===== src/sv/stq_pkg.sv =====
// Shared types, codes and sizes of the sorted timer queue.
package stq_pkg;

  localparam int unsigned TICK_W         = 24;
  localparam int unsigned WRAP_W         = 32;
  localparam int unsigned CTX_W          = 32;
  localparam int unsigned IDX_W          = 4;
  localparam int unsigned TCNT_W         = 5;
  localparam int unsigned NUM_TIMERS_DEF = 16;
  localparam logic [TICK_W+1:0] DUE_SLACK = (TICK_W+2)'(3);

  localparam logic [TICK_W-1:0] MIN_TIMEOUT_RST = TICK_W'(5);
  localparam logic [TCNT_W-1:0] TIMER_COUNT_RST = TCNT_W'(16);

  // Action codes.
  localparam logic [2:0] ACT_CREATE   = 3'd0;
  localparam logic [2:0] ACT_START    = 3'd1;
  localparam logic [2:0] ACT_STOP     = 3'd2;
  localparam logic [2:0] ACT_STOP_ALL = 3'd3;
  localparam logic [2:0] ACT_CHECK    = 3'd4;

  // Status codes.
  localparam logic [2:0] ST_OK          = 3'd0;
  localparam logic [2:0] ST_INVALID     = 3'd1;
  localparam logic [2:0] ST_NOT_ALLOC   = 3'd2;
  localparam logic [2:0] ST_NO_FREE     = 3'd3;
  localparam logic [2:0] ST_ALREADY_RUN = 3'd4;

  // Register indexes.
  localparam logic CFG_MIN_TIMEOUT = 1'b0;
  localparam logic CFG_TIMER_COUNT = 1'b1;

  // Word kinds.
  localparam logic KIND_STATUS = 1'b0;
  localparam logic KIND_REPORT = 1'b1;

  typedef struct packed {
    logic [TICK_W-1:0] tick;
    logic [WRAP_W-1:0] wrap;
    logic [TICK_W-1:0] intv;
    logic [CTX_W-1:0]  ctx;
  } rec_t;

endpackage


===== src/sv/sorted_timer_queue_unit.sv =====
// Sorted timer queue: timer pool and expiry-sorted running list.
//
// Channel   Dir  Words                       Contents
// s_axis    in   one per action              tuser action; tdata timer fields
// m_axis    out  reports, then one status    tuser kind; tlast on the status
// cfg       in   register writes             min_timeout, timer_count
//
// Create scans the pool for the lowest free id; stop-all and the rejected
// actions go straight on to the status word. Start and check walk the list
// through a memory port with registered read data, a read state and a
// compare state for each entry passed; a check pops each due head and runs
// one insert walk for every repeated timer. Input reopens in the cycle
// after the status word is loaded.
// Reset clears the allocation, running and listed bits and the list head;
// the memories need no clearing pass. A stalled output holds the walk in place.
module sorted_timer_queue_unit #(
  parameter int unsigned NUM_TIMERS = stq_pkg::NUM_TIMERS_DEF
) (
  input  logic        clk_i,
  input  logic        rst_ni,
  // cfg write port
  input  logic        cfg_we_i,
  input  logic        cfg_addr_i,
  input  logic [23:0] cfg_data_i,
  // tdata: timer_index[3:0], timeout_len[27:4], repeat_mode[28],
  //        user_context[60:29], counter_now[84:61], zero pad[87:85]
  input  logic        s_axis_tvalid_i,
  output logic        s_axis_tready_o,
  input  logic [87:0] s_axis_tdata_i,
  // tuser: action[2:0]
  input  logic [2:0]  s_axis_tuser_i,
  output logic        m_axis_tvalid_o,
  input  logic        m_axis_tready_i,
  // tdata: status[2:0], result_timer[6:3], expired_context[38:7],
  //        compare_valid[39], compare_value[63:40]
  output logic [63:0] m_axis_tdata_o,
  // tuser: kind[0]
  output logic        m_axis_tuser_o,
  output logic        m_axis_tlast_o
);

  localparam int unsigned IW = $clog2(NUM_TIMERS);
  localparam int unsigned LW = $clog2(NUM_TIMERS + 1);
  localparam int unsigned CW = LW;
  localparam int unsigned TW = stq_pkg::TICK_W;
  localparam int unsigned WW = stq_pkg::WRAP_W;
  localparam logic [LW-1:0] NO_LINK = LW'(NUM_TIMERS);

  typedef enum logic [3:0] {
    S_IDLE, S_CREATE, S_INS_RD, S_INS_CMP, S_INS_LINK, S_INS_LINK2,
    S_FIND_RD, S_FIND_NX, S_CHK_HEAD, S_CHK_CMP, S_FINAL, S_FIN_EMIT
  } state_e;

  state_e st_q;

  // configuration
  logic [TW-1:0]              min_q;
  logic [stq_pkg::TCNT_W-1:0] tc_q;

  // per-timer flags
  logic [NUM_TIMERS-1:0] alloc_q, rep_q, run_q, listed_q;

  // list and counter state
  logic [LW-1:0] head_q;
  logic [WW-1:0] wc_q;
  logic [TW-1:0] last_q;

  // action in work
  logic [IW-1:0] idx_q;
  logic          new_rep_q;
  logic [2:0]    status_q;
  logic [3:0]    tid_q;
  logic [CW-1:0] ci_q, pops_q;
  logic [LW-1:0] cur_q, prev_q;
  logic [IW-1:0] ins_id_q;
  logic [TW-1:0] ins_tick_q;
  logic [WW-1:0] ins_wrap_q;
  logic          ins_chk_q;

  // output word register
  logic                     out_valid_q, out_kind_q, out_cv_q, out_last_q;
  logic [2:0]               out_status_q;
  logic [3:0]               out_tid_q;
  logic [stq_pkg::CTX_W-1:0] out_ctx_q;
  logic [TW-1:0]            out_cval_q;

  // input fields
  logic [2:0]                in_act;
  logic [3:0]                in_idx;
  logic [TW-1:0]             in_tmo, in_now;
  logic                      in_rep;
  logic [stq_pkg::CTX_W-1:0] in_ctx;

  assign in_act = s_axis_tuser_i;
  assign in_idx = s_axis_tdata_i[3:0];
  assign in_tmo = s_axis_tdata_i[27:4];
  assign in_rep = s_axis_tdata_i[28];
  assign in_ctx = s_axis_tdata_i[60:29];
  assign in_now = s_axis_tdata_i[84:61];

  logic accept, slot_free;
  assign s_axis_tready_o = (st_q == S_IDLE);
  assign accept    = s_axis_tvalid_i && s_axis_tready_o;
  assign slot_free = !out_valid_q || m_axis_tready_i;

  // active timer count, clipped to the pool
  logic [CW-1:0] cnt;
  always_comb begin
    if (32'(tc_q) > 32'(NUM_TIMERS)) cnt = CW'(NUM_TIMERS);
    else cnt = CW'(tc_q);
  end

  logic [IW-1:0] in_id;
  logic          idx_bad, in_alloc, in_listed;
  assign in_id     = IW'(in_idx);
  assign idx_bad   = 32'(in_idx) >= 32'(cnt);
  assign in_alloc  = alloc_q[in_id];
  assign in_listed = listed_q[in_id];

  // counter sample
  logic [WW-1:0] wc_smp;
  assign wc_smp = (in_now < last_q) ? wc_q + WW'(1) : wc_q;

  logic start_go;
  assign start_go = accept && (in_act == stq_pkg::ACT_START) && !idx_bad &&
                    (in_tmo >= min_q) && in_alloc && !in_listed;

  // memory ports
  logic [IW-1:0] rd_addr;
  logic          rec_we, link_we;
  logic [IW-1:0] rec_wa, link_wa;
  stq_pkg::rec_t rec_wd, rec_rd;
  logic [LW-1:0] link_wd, link_rd;

  stq_store #(.NUM_TIMERS(NUM_TIMERS)) u_store (
    .clk_i     (clk_i),
    .rd_addr_i (rd_addr),
    .rec_we_i  (rec_we),
    .rec_wa_i  (rec_wa),
    .rec_wd_i  (rec_wd),
    .link_we_i (link_we),
    .link_wa_i (link_wa),
    .link_wd_i (link_wd),
    .rec_rd_o  (rec_rd),
    .link_rd_o (link_rd)
  );

  // address the walk cursor in the walk states, else the list head
  logic [LW-1:0] rd_link;
  assign rd_link = (st_q == S_INS_RD || st_q == S_FIND_RD) ? cur_q : head_q;
  assign rd_addr = (rd_link < NO_LINK) ? rd_link[IW-1:0] : '0;

  // due test on the head record
  logic          head_due, chk_pop;
  logic [IW-1:0] head_id;
  assign head_id  = head_q[IW-1:0];
  assign head_due = ((rec_rd.wrap == wc_q) &&
                     ({2'b00, rec_rd.tick} <= {2'b00, last_q} + stq_pkg::DUE_SLACK)) ||
                    (rec_rd.wrap < wc_q);
  assign chk_pop  = (st_q == S_CHK_CMP) && head_due && slot_free;

  // load the output register with a report or with the status word
  logic out_load;
  assign out_load = chk_pop || ((st_q == S_FIN_EMIT) && slot_free);

  // expiry of a new insert: start uses the fresh sample, check the held one
  logic [TW-1:0] base_tick, add_tick;
  logic [WW-1:0] base_wrap, ins_wrap;
  logic [TW:0]   tsum;
  always_comb begin
    if (st_q == S_IDLE) begin
      base_tick = in_now;
      add_tick  = in_tmo;
      base_wrap = wc_smp;
    end else begin
      base_tick = last_q;
      add_tick  = rec_rd.intv;
      base_wrap = wc_q;
    end
    tsum     = {1'b0, base_tick} + {1'b0, add_tick};
    ins_wrap = base_wrap + WW'(tsum[TW]);
  end

  logic ins_brk;
  assign ins_brk = (ins_wrap_q < rec_rd.wrap) ||
                   ((ins_wrap_q == rec_rd.wrap) && (ins_tick_q < rec_rd.tick));

  // memory writes
  always_comb begin
    rec_we  = 1'b0;
    rec_wa  = '0;
    rec_wd  = '{tick: tsum[TW-1:0], wrap: ins_wrap, intv: add_tick, ctx: in_ctx};
    link_we = 1'b0;
    link_wa = '0;
    link_wd = cur_q;
    case (st_q)
      S_IDLE: begin
        rec_we = start_go;
        rec_wa = in_id;
      end
      S_CHK_CMP: begin
        rec_we     = chk_pop && rep_q[head_id];
        rec_wa     = head_id;
        rec_wd.ctx = rec_rd.ctx;
      end
      S_INS_LINK: begin
        link_we = 1'b1;
        link_wa = ins_id_q;
        link_wd = cur_q;
      end
      S_INS_LINK2: begin
        link_we = 1'b1;
        link_wa = prev_q[IW-1:0];
        link_wd = LW'(ins_id_q);
      end
      S_FIND_NX: begin
        link_we = (cur_q == LW'(idx_q)) && (prev_q != NO_LINK);
        link_wa = prev_q[IW-1:0];
        link_wd = link_rd;
      end
      default: begin
      end
    endcase
  end

  // configuration writes
  always_ff @(posedge clk_i or negedge rst_ni) begin
    if (!rst_ni) begin
      min_q <= stq_pkg::MIN_TIMEOUT_RST;
      tc_q  <= stq_pkg::TIMER_COUNT_RST;
    end else if (cfg_we_i) begin
      case (cfg_addr_i)
        stq_pkg::CFG_MIN_TIMEOUT: min_q <= cfg_data_i[TW-1:0];
        stq_pkg::CFG_TIMER_COUNT: tc_q  <= cfg_data_i[stq_pkg::TCNT_W-1:0];
        default: begin
        end
      endcase
    end
  end

  // sequencer, flags and output word
  always_ff @(posedge clk_i or negedge rst_ni) begin
    if (!rst_ni) begin
      st_q        <= S_IDLE;
      alloc_q     <= '0;
      run_q       <= '0;
      listed_q    <= '0;
      head_q      <= NO_LINK;
      wc_q        <= '0;
      last_q      <= '0;
      out_valid_q <= 1'b0;
    end else begin
      // hold a stalled word, drop it once taken
      out_valid_q <= out_load || (out_valid_q && !m_axis_tready_i);
      case (st_q)
        S_IDLE: begin
          if (accept) begin
            idx_q     <= in_id;
            new_rep_q <= in_rep;
            tid_q     <= '0;
            ci_q      <= '0;
            pops_q    <= '0;
            cur_q     <= head_q;
            prev_q    <= NO_LINK;
            case (in_act)
              stq_pkg::ACT_CREATE: begin
                status_q <= stq_pkg::ST_OK;
                st_q     <= S_CREATE;
              end
              stq_pkg::ACT_START: begin
                if (idx_bad || in_tmo < min_q) begin
                  status_q <= stq_pkg::ST_INVALID;
                  st_q     <= S_FINAL;
                end else if (!in_alloc) begin
                  status_q <= stq_pkg::ST_NOT_ALLOC;
                  st_q     <= S_FINAL;
                end else begin
                  wc_q   <= wc_smp;
                  last_q <= in_now;
                  if (in_listed) begin
                    status_q <= stq_pkg::ST_ALREADY_RUN;
                    st_q     <= S_FINAL;
                  end else begin
                    // record written this cycle; now sort it in
                    status_q     <= stq_pkg::ST_OK;
                    run_q[in_id] <= 1'b1;
                    ins_id_q     <= in_id;
                    ins_tick_q   <= tsum[TW-1:0];
                    ins_wrap_q   <= ins_wrap;
                    ins_chk_q    <= 1'b0;
                    st_q         <= S_INS_RD;
                  end
                end
              end
              stq_pkg::ACT_STOP: begin
                if (idx_bad) begin
                  status_q <= stq_pkg::ST_INVALID;
                  st_q     <= S_FINAL;
                end else if (!in_alloc) begin
                  status_q <= stq_pkg::ST_NOT_ALLOC;
                  st_q     <= S_FINAL;
                end else begin
                  status_q     <= stq_pkg::ST_OK;
                  run_q[in_id] <= 1'b0;
                  st_q         <= in_listed ? S_FIND_RD : S_FINAL;
                end
              end
              stq_pkg::ACT_STOP_ALL: begin
                status_q <= stq_pkg::ST_OK;
                head_q   <= NO_LINK;
                listed_q <= '0;
                for (int i = 0; i < NUM_TIMERS; i++) begin
                  if (32'(i) < 32'(cnt)) run_q[i] <= 1'b0;
                end
                st_q <= S_FINAL;
              end
              stq_pkg::ACT_CHECK: begin
                status_q <= stq_pkg::ST_OK;
                wc_q     <= wc_smp;
                last_q   <= in_now;
                st_q     <= S_CHK_HEAD;
              end
              default: begin
                status_q <= stq_pkg::ST_INVALID;
                st_q     <= S_FINAL;
              end
            endcase
          end
        end
        S_CREATE: begin
          // scan for the lowest free id
          if (ci_q >= cnt) begin
            status_q <= stq_pkg::ST_NO_FREE;
            st_q     <= S_FINAL;
          end else if (!alloc_q[ci_q[IW-1:0]]) begin
            alloc_q[ci_q[IW-1:0]] <= 1'b1;
            rep_q[ci_q[IW-1:0]]   <= new_rep_q;
            tid_q                 <= 4'(ci_q);
            st_q                  <= S_FINAL;
          end else begin
            ci_q <= ci_q + CW'(1);
          end
        end
        S_INS_RD: begin
          if (cur_q == NO_LINK) st_q <= S_INS_LINK;
          else st_q <= S_INS_CMP;
        end
        S_INS_CMP: begin
          if (ins_brk) begin
            st_q <= S_INS_LINK;
          end else begin
            prev_q <= cur_q;
            cur_q  <= link_rd;
            st_q   <= S_INS_RD;
          end
        end
        S_INS_LINK: begin
          listed_q[ins_id_q] <= 1'b1;
          if (prev_q == NO_LINK) begin
            head_q <= LW'(ins_id_q);
            st_q   <= ins_chk_q ? S_CHK_HEAD : S_FINAL;
          end else begin
            st_q <= S_INS_LINK2;
          end
        end
        S_INS_LINK2: st_q <= ins_chk_q ? S_CHK_HEAD : S_FINAL;
        S_FIND_RD: st_q <= S_FIND_NX;
        S_FIND_NX: begin
          if (cur_q == LW'(idx_q)) begin
            // unlink; predecessor link is written by the memory port
            listed_q[idx_q] <= 1'b0;
            if (prev_q == NO_LINK) head_q <= link_rd;
            st_q <= S_FINAL;
          end else begin
            prev_q <= cur_q;
            cur_q  <= link_rd;
            st_q   <= S_FIND_RD;
          end
        end
        S_CHK_HEAD: begin
          if (head_q == NO_LINK || pops_q == CW'(NUM_TIMERS)) st_q <= S_FINAL;
          else st_q <= S_CHK_CMP;
        end
        S_CHK_CMP: begin
          if (!head_due) begin
            st_q <= S_FINAL;
          end else if (slot_free) begin
            // pop the head and report it
            out_kind_q   <= stq_pkg::KIND_REPORT;
            out_status_q <= stq_pkg::ST_OK;
            out_tid_q    <= 4'(head_id);
            out_ctx_q    <= rec_rd.ctx;
            out_cv_q     <= 1'b0;
            out_cval_q   <= '0;
            out_last_q   <= 1'b0;
            listed_q[head_id] <= 1'b0;
            head_q <= link_rd;
            pops_q <= pops_q + CW'(1);
            if (rep_q[head_id]) begin
              ins_id_q   <= head_id;
              ins_tick_q <= tsum[TW-1:0];
              ins_wrap_q <= ins_wrap;
              ins_chk_q  <= 1'b1;
              cur_q      <= link_rd;
              prev_q     <= NO_LINK;
              st_q       <= S_INS_RD;
            end else begin
              st_q <= S_CHK_HEAD;
            end
          end
        end
        S_FINAL: st_q <= S_FIN_EMIT;
        S_FIN_EMIT: begin
          if (slot_free) begin
            out_kind_q   <= stq_pkg::KIND_STATUS;
            out_status_q <= status_q;
            out_tid_q    <= tid_q;
            out_ctx_q    <= '0;
            out_cv_q     <= (head_q != NO_LINK);
            out_cval_q   <= (head_q != NO_LINK) ? rec_rd.tick : '0;
            out_last_q   <= 1'b1;
            st_q         <= S_IDLE;
          end
        end
        default: st_q <= S_IDLE;
      endcase
    end
  end

  assign m_axis_tvalid_o = out_valid_q;
  assign m_axis_tuser_o  = out_kind_q;
  assign m_axis_tlast_o  = out_last_q;
  assign m_axis_tdata_o  = {out_cval_q, out_cv_q, out_ctx_q, out_tid_q, out_status_q};

endmodule


===== src/sv/stq_store.sv =====
// Timer record and link memories, one read port each with registered data.
module stq_store #(
  parameter int unsigned NUM_TIMERS = stq_pkg::NUM_TIMERS_DEF,
  localparam int unsigned IW = $clog2(NUM_TIMERS),
  localparam int unsigned LW = $clog2(NUM_TIMERS + 1)
) (
  input  logic          clk_i,
  input  logic [IW-1:0] rd_addr_i,
  input  logic          rec_we_i,
  input  logic [IW-1:0] rec_wa_i,
  input  stq_pkg::rec_t rec_wd_i,
  input  logic          link_we_i,
  input  logic [IW-1:0] link_wa_i,
  input  logic [LW-1:0] link_wd_i,
  output stq_pkg::rec_t rec_rd_o,
  output logic [LW-1:0] link_rd_o
);

  stq_pkg::rec_t rec_mem [NUM_TIMERS];
  logic [LW-1:0] link_mem [NUM_TIMERS];

  always_ff @(posedge clk_i) begin
    if (rec_we_i) begin
      rec_mem[rec_wa_i] <= rec_wd_i;
    end
    rec_rd_o <= rec_mem[rd_addr_i];
  end

  always_ff @(posedge clk_i) begin
    if (link_we_i) begin
      link_mem[link_wa_i] <= link_wd_i;
    end
    link_rd_o <= link_mem[rd_addr_i];
  end

endmodule


===== config.mk =====
export PLATFORM = sky130hd
export DESIGN_NAME = sorted_timer_queue_unit
export DESIGN_NICKNAME = d
export VERILOG_FILES = /design/src/sv/stq_pkg.sv /design/src/sv/sorted_timer_queue_unit.sv /design/src/sv/stq_store.sv
export SDC_FILE = /design/constraint.sdc
export NUM_CORES = 2
export LEC_CHECK = 0
export BUFFER_PORTS_ARGS = -buffer_cell sky130_fd_sc_hd__buf_2
export CAP_MARGIN = 25
export CORE_MARGIN = 2
export CORE_UTILIZATION = 50
export DETAILED_ROUTE_END_ITERATION = 10
export PLACE_DENSITY = 0.68
export SYNTH_ARGS = -nofsm -noshare
export SYNTH_HDL_FRONTEND = slang
export SYNTH_SLANG_ARGS = --single-unit

===== constraint.sdc =====
create_clock -name clk_i -period 14.85 [get_ports clk_i]
set_input_delay 2.2275 -clock clk_i [delete_from_list [all_inputs] [get_ports clk_i]]
set_output_delay 2.2275 -clock clk_i [all_outputs]
set_load 0.005 [all_outputs]

## Word level (Yosys, flattened, before mapping)

Memories as Yosys holds them, arrays and structs flattened. A register that Yosys moved wholly into a read port is not among the register bits.
Cells that the tools add are included.

| storage, ports and cells | value |
|---|---|
| bits in registers | 302 |
| RAM bits | 1,872 |
| memories | 2 |

| operators by class | value |
|---|---|
| $add $sub $neg | 6 |
| $lt $le $gt $ge | 20 |
| eq/ne operators | 47 |
| multiplexer cells | 170 |
| bitwise gates (word level) | 9 |
| reductions and logical operators | 57 |

Memories:

| memory | depth | width | read ports | clocked after memory_dff | write ports | line | source |
|---|---|---|---|---|---|---|---|
| u_store.rec_mem | 16 | 112 | 1 | 1 | 1 | stq_store.sv:19 | `stq_pkg::rec_t rec_mem [NUM_TIMERS];` |
| u_store.link_mem | 16 | 5 | 1 | 1 | 1 | stq_store.sv:20 | `logic [LW-1:0] link_mem [NUM_TIMERS];` |

Operators with widths:

| kind | count |
|---|---|
| 2-to-1 mux 32 bit | 16 |
| 2-to-1 mux 24 bit | 16 |
| case mux 32 bit (2 select lines) | 3 |
| case mux 24 bit (2 select lines) | 3 |
| 2-to-1 mux 5 bit | 26 |
| 2-to-1 mux 4 bit | 30 |
| 2-to-1 mux 16 bit | 5 |
| < comparator 24 bit | 3 |
| equality test 32 bit | 2 |
| < comparator 32 bit | 2 |
| case mux 16 bit (4 select lines) | 1 |
| case mux 5 bit (4 select lines) | 3 |
| case mux 4 bit (12 select lines) | 1 |
| case mux 4 bit (2 select lines) | 5 |
| adder 32 x 1 -> 32 bit | 1 |
| adder 32 x 1 -> 32 bit (second input constant) | 1 |
| AND 16 bit | 2 |
| != test 2 bit (second input constant) | 16 |
| inverter 16 bit | 2 |
| bitwise OR 16 bit | 2 |
| 2-to-1 mux 3 bit | 10 |
| case mux 5 bit (2 select lines) | 3 |
| adder 24 x 2 -> 25 bit (second input constant) | 1 |
| adder 24 x 24 -> 25 bit | 1 |
| 47 further kinds | 154 |

## Depth between registers and ports, before layout

| logic depth | value |
|---|---|
| depth in word-level cells | 11 |
| mapped depth | 28 |

## Modules after synthesis

A second synthesis with hierarchy kept.

| unflattened totals | value |
|---|---|
| cells, all modules | 5,300 |
| area total of the unflattened synthesis | 93,280.7 um2 |

Modules (own cells, without submodules):

| module | instances | cells each | area an instance (um2) | seq. area each (um2) |
|---|---|---|---|---|
| stq_store | 1 | 3,013 | 72,315.6 | 58,556.2 |
| sorted_timer_queue_unit | 1 | 2,287 | 20,965.1 | 8,438.1 |

## Least setup slack after synthesis

OpenSTA, ideal clock, no wires.

| timing path | value |
|---|---|
| path kind | input -> register |
| start point | input port s_axis_tdata_i[0] |
| end point | register ins_chk_q (enable) |
| setup time | 0.805 ns |
| arrival time | 13.814 ns |
| data required time | 14.045 ns |
| path slack | 0.231 ns |
| stages | 12 |
| path buffers | 1 |
| path through | buf_1 -> inv_1 -> ha_1 -> nand2b_1 -> a21o_1 -> a21o_1 -> a21oi_1 -> o21ai_0 -> a21oi_1 -> nor2b_1 -> o22ai_1 -> a2111oi_0 |

| between the ends | value |
|---|---|
| longest elaborated chain between the ends | 4 |
| elaborated cells between the ends (all ways) | 10 |

RTL lines:

| what | line | source |
|---|---|---|
| start, declared | sorted_timer_queue_unit.sv:29 | `input logic [87:0] s_axis_tdata_i,` |
| binary-select mux 1 bit (select 4 bit) (tied with other cells) | sorted_timer_queue_unit.sv:118 | `assign in_listed = listed_q[in_id];` |
| 2-to-1 mux 1 bit (not written as such) (tied with other cells) | sorted_timer_queue_unit.sv:118 |  |
| != test 2 bit (no line) / != test 2 x 1 -> 1 bit (equally long branches) | -- |  |
| AND reduction 10 bit (no line) (*) | -- |  |
| end signal, assigned | sorted_timer_queue_unit.sv:290 | `ins_chk_q <= 1'b0;` |
| end signal, assigned | sorted_timer_queue_unit.sv:403 | `ins_chk_q <= 1'b1;` |
| end, declared | sorted_timer_queue_unit.sv:78 | `logic ins_chk_q;` |

Every way passes the cells marked *; elsewhere a longest branch is shown, timed or not. The select of a mux whose other input is x is not followed.
A chain may end at the register's enable or synchronous reset.

## Worst setup path after layout

| timing path | value |
|---|---|
| start point | register st_q[1] |
| end point | memory u_store.rec_mem[12][71] (netlist name) (data pin) |

| between the ends | value |
|---|---|
| longest elaborated chain between the ends | 4 |
| elaborated cells between the ends (all ways) | 6 |

RTL lines:

| what | line | source |
|---|---|---|
| start, declared | sorted_timer_queue_unit.sv:54 | `state_e st_q;` |
| start signal, assigned | sorted_timer_queue_unit.sv:305 | `st_q <= in_listed ? S_FIND_RD : S_FINAL;` |
| start signal, assigned | sorted_timer_queue_unit.sv:361 | `st_q <= ins_chk_q ? S_CHK_HEAD : S_FINAL;` |
| start signal, assigned | sorted_timer_queue_unit.sv:366 | `S_INS_LINK2: st_q <= ins_chk_q ? S_CHK_HEAD : S_FINAL;` |
| zero test 4 bit (*) | sorted_timer_queue_unit.sv:171 | `if (st_q == S_IDLE) begin` |
| 2-to-1 mux 24 bit | sorted_timer_queue_unit.sv:171 |  |
| adder 24 x 24 -> 25 bit | sorted_timer_queue_unit.sv:180 | `tsum = {1'b0, base_tick} + {1'b0, add_tick};` |
| adder 32 x 1 -> 32 bit (*) | sorted_timer_queue_unit.sv:181 | `ins_wrap = base_wrap + WW'(tsum[TW]);` |
| net ins_wrap[15] | sorted_timer_queue_unit.sv:168 | `logic [WW-1:0] base_wrap, ins_wrap;` |
| end, declared | stq_store.sv:19 |  |

Mark *: on every way through the listed nets, which the timed path passes. The rest lies on a longest branch.

==> run summary <==
Resized Gates After CTS = 0
total global-route track usage = 26.1%
vias in the first global route = 58600
Area Overhead vs Synth = 12.3%
DR WL/cell = 26.3 µm
Vert. Die Dim = 437 µm
Post-synth EDFFs = 2047
Total Routed Length = 255000 µm
sw frac = 32.8%
hold path cells = 1
Critical Path AT = 9.65 ns
fin crit period = 8.93 ns
skew final = 0.0683 ns
Fillers = 14400
CP max-delay cell = clkinv_2
die area = 191000 µm²
Post-Synthesis Cells = 6910
placed cells = 9283
CTS Buf Count = 219
ANT nets after route = 0
syn_nets = 7233
commonest non-fill, non-tap cells in the layout = edfxtp_1, nand2_1, o22ai_1
Post-Route Setup TNS = 0 ns
FP Rows = 158
Util after Layout = 56.6%
post-CTS setup repair buffer count = 0
router iterations before antenna repair = 6
Syn Std Cell Area = 93600 µm²
reg2reg path depth = 26
Async S/R FF share, synth = 5.54%
Mapped Avg Cell Area = 13.5 µm²
crit path launch type = flop
Final Hold Fails = 0
Final period util = 60.1%
H-Tree Level Count = 4
initial antenna violation count = 17
r2r setup slk = 5.92 ns
top-level I/O count = 189
Reg clk slew, reported paths = 0.06 ns
status = completed
ys flop type = edfxtp_1
total gr overflow = 0
Crit Path Category = reg2reg
peak supply drop = 0.159 mV
WP buf/inv = 6
Port Buffers = 185
detailed placement HPWL = 134000 µm
Slew @ Worst Pin = 1.13 ns
internal power = 13800 µW
first-pass GRT wire length = 376000 µm
Starting DRT DRC Count = 7376
layout cells sized above 1 = 11.1%
Setup crit end kind = flop
clock root cell = clkbuf_16
Max Cap Violations = 0
Fmax = 112 MHz
final setup violation count = 0
switching power = 6710 µW
leakage = 0.0354 µW
Clock Power Share = 28.0%
Max FO, Critical Path = 59
Seq cells post-synth = 2291
total power = 20500 µW
CTS tree = done
WP depth = 26
gpl congestion = 0.926
# hold bufs at CTS = 0
CP required = 15.57 ns
relative slew slack = 24.4%
HP Class = reg2reg
RSZ-0062 raised after global routing = no
final cell count without fillers = 9727
drt via density = 6.25
die span in x = 437 µm
Skew-Pair Late Insertion Delay = 0.90 ns
combinational power share = 27.2%
initial core utilization = 50.4%
power per cell area = 195 nW/µm²
final net count = 7361
Synth cell types = 90
Flop pwr share = 44.9%
Remaining DRCs = 0
Placeable Area = 186000 µm²
CP max stage delay = 0.85 ns
CP top delay family = buffers and inverters
fin. max-slew vios = 0
Top cell by count, worst path = buf_4
Synth warnings = 0
most common cell after layout, fill and taps aside = edfxtp_1
Clock Tree Buf Depth = 3
largest net degree at the start of global routing = 186
DR vias = 60800
Seq/Total Area, Yosys = 71.6%
clk sinks = 2291
## worst paths after layout
kind,startpoint,endpoint
setup / recovery,st_q[1],u_store.rec_mem[12][71]
hold / removal,alloc_q[14],alloc_q[14]
setup reg to reg,st_q[1],u_store.rec_mem[12][71]
hold reg to reg,alloc_q[14],alloc_q[14]
max in group asynchronous,rst_ni,min_q[23]
min in group asynchronous,rst_ni,listed_q[7]
## cell usage after synthesis (21+ instances only)
cell      count  area share [%]
o21a_1       22            0.18
o22ai_1     475             3.2
xnor2_1     118             1.1
and2_1       66            0.44
inv_1       169            0.68
a211oi_1    129             1.0
nor2_1      141            0.57
nor4_1       21            0.14
nand2b_1     22            0.15
ha_1        201             2.7
a21oi_1     355             1.9
a31oi_1     254             1.7
o21ai_0     103            0.55
dfrtp_1     123             3.3
dfxtp_1     117             2.5
a311oi_1    236             2.2
nand3_1      72            0.39
buf_2        44            0.24
nand2_1    1296             5.2
edfxtp_1   2047              66
clkbuf_1    361             1.4
mux2_2       38            0.46
a21o_1       47            0.38
nor3_1       74            0.40
nand4_1      48            0.32
## layer usage
layer	wire [µm]	vias to the layer above	global-route usage, %
li1	-	26800	-
met1	101000	30500	35.7
met2	124000	2986	42.8
met3	21100	500	3.21
met4	9350	2	10.3
met5	11	-	0
## final cells by class
class | instances | area [µm²] | share of cell area [%]
clock inverter | 116 | 1480 | 1.41
clock buffer | 304 | 6060 | 5.77
timing repair buffer | 338 | 2360 | 2.25
sequential | 2291 | 67000 | 63.7
antenna | 10 | 25.0 | 0.0238
inverter | 171 | 643 | 0.612
multi-input combinational | 4017 | 24400 | 23.3
tap | 2480 | 3100 | 2.95
## kinds of logic (layout without fill, tap and decap cells)
group,after synthesis,after routing,synth area share [%]
other cells,0,10,0
fa+ha+maj,202,202,2.71
flops,2291,2291,71.6
buf+inv,602,929,2.51
mux,64,64,1.00
simple gates,1850,1850,8.45
compound gates,1766,1766,12.5
xor+xnor,135,135,1.26
## power groups by stage
stage                     clock, µW  sequential (µW)  combinational, µW
final                          5730             9180               5560
after global placement            0             9320               5110
after detailed placement          0             9310               5400
after CTS                      5770             9180               5430
after floorplan                   0             9080               3350
after global routing           6020             9210               6030
## sequential cells by signal, indices dropped and copies added (netlist names), 32 cells and up
register	cells
u_store.rec_mem	1792
u_store.rec_rd_o	112
ins_wrap_q	32
out_ctx_q	32
u_store.link_mem	80
wc_q	32
## stage by stage
| step | instance area, µm² | setup slack (ns) | hold WS, ns |
|---|---|---|---|
| final | 105000 | 5.92 | 0.491 |
| after global routing | 105000 | 5.44 | 0.513 |
| after CTS | 105000 | 5.78 | 0.499 |
| after detailed placement | 97400 | 5.85 | 0.483 |
| after global placement | 97200 | 5.80 | 0.472 |
| after floorplan | 93600 | 0.231 | 0.455 |
No activity file was read; power rests on OpenSTA's default activity.
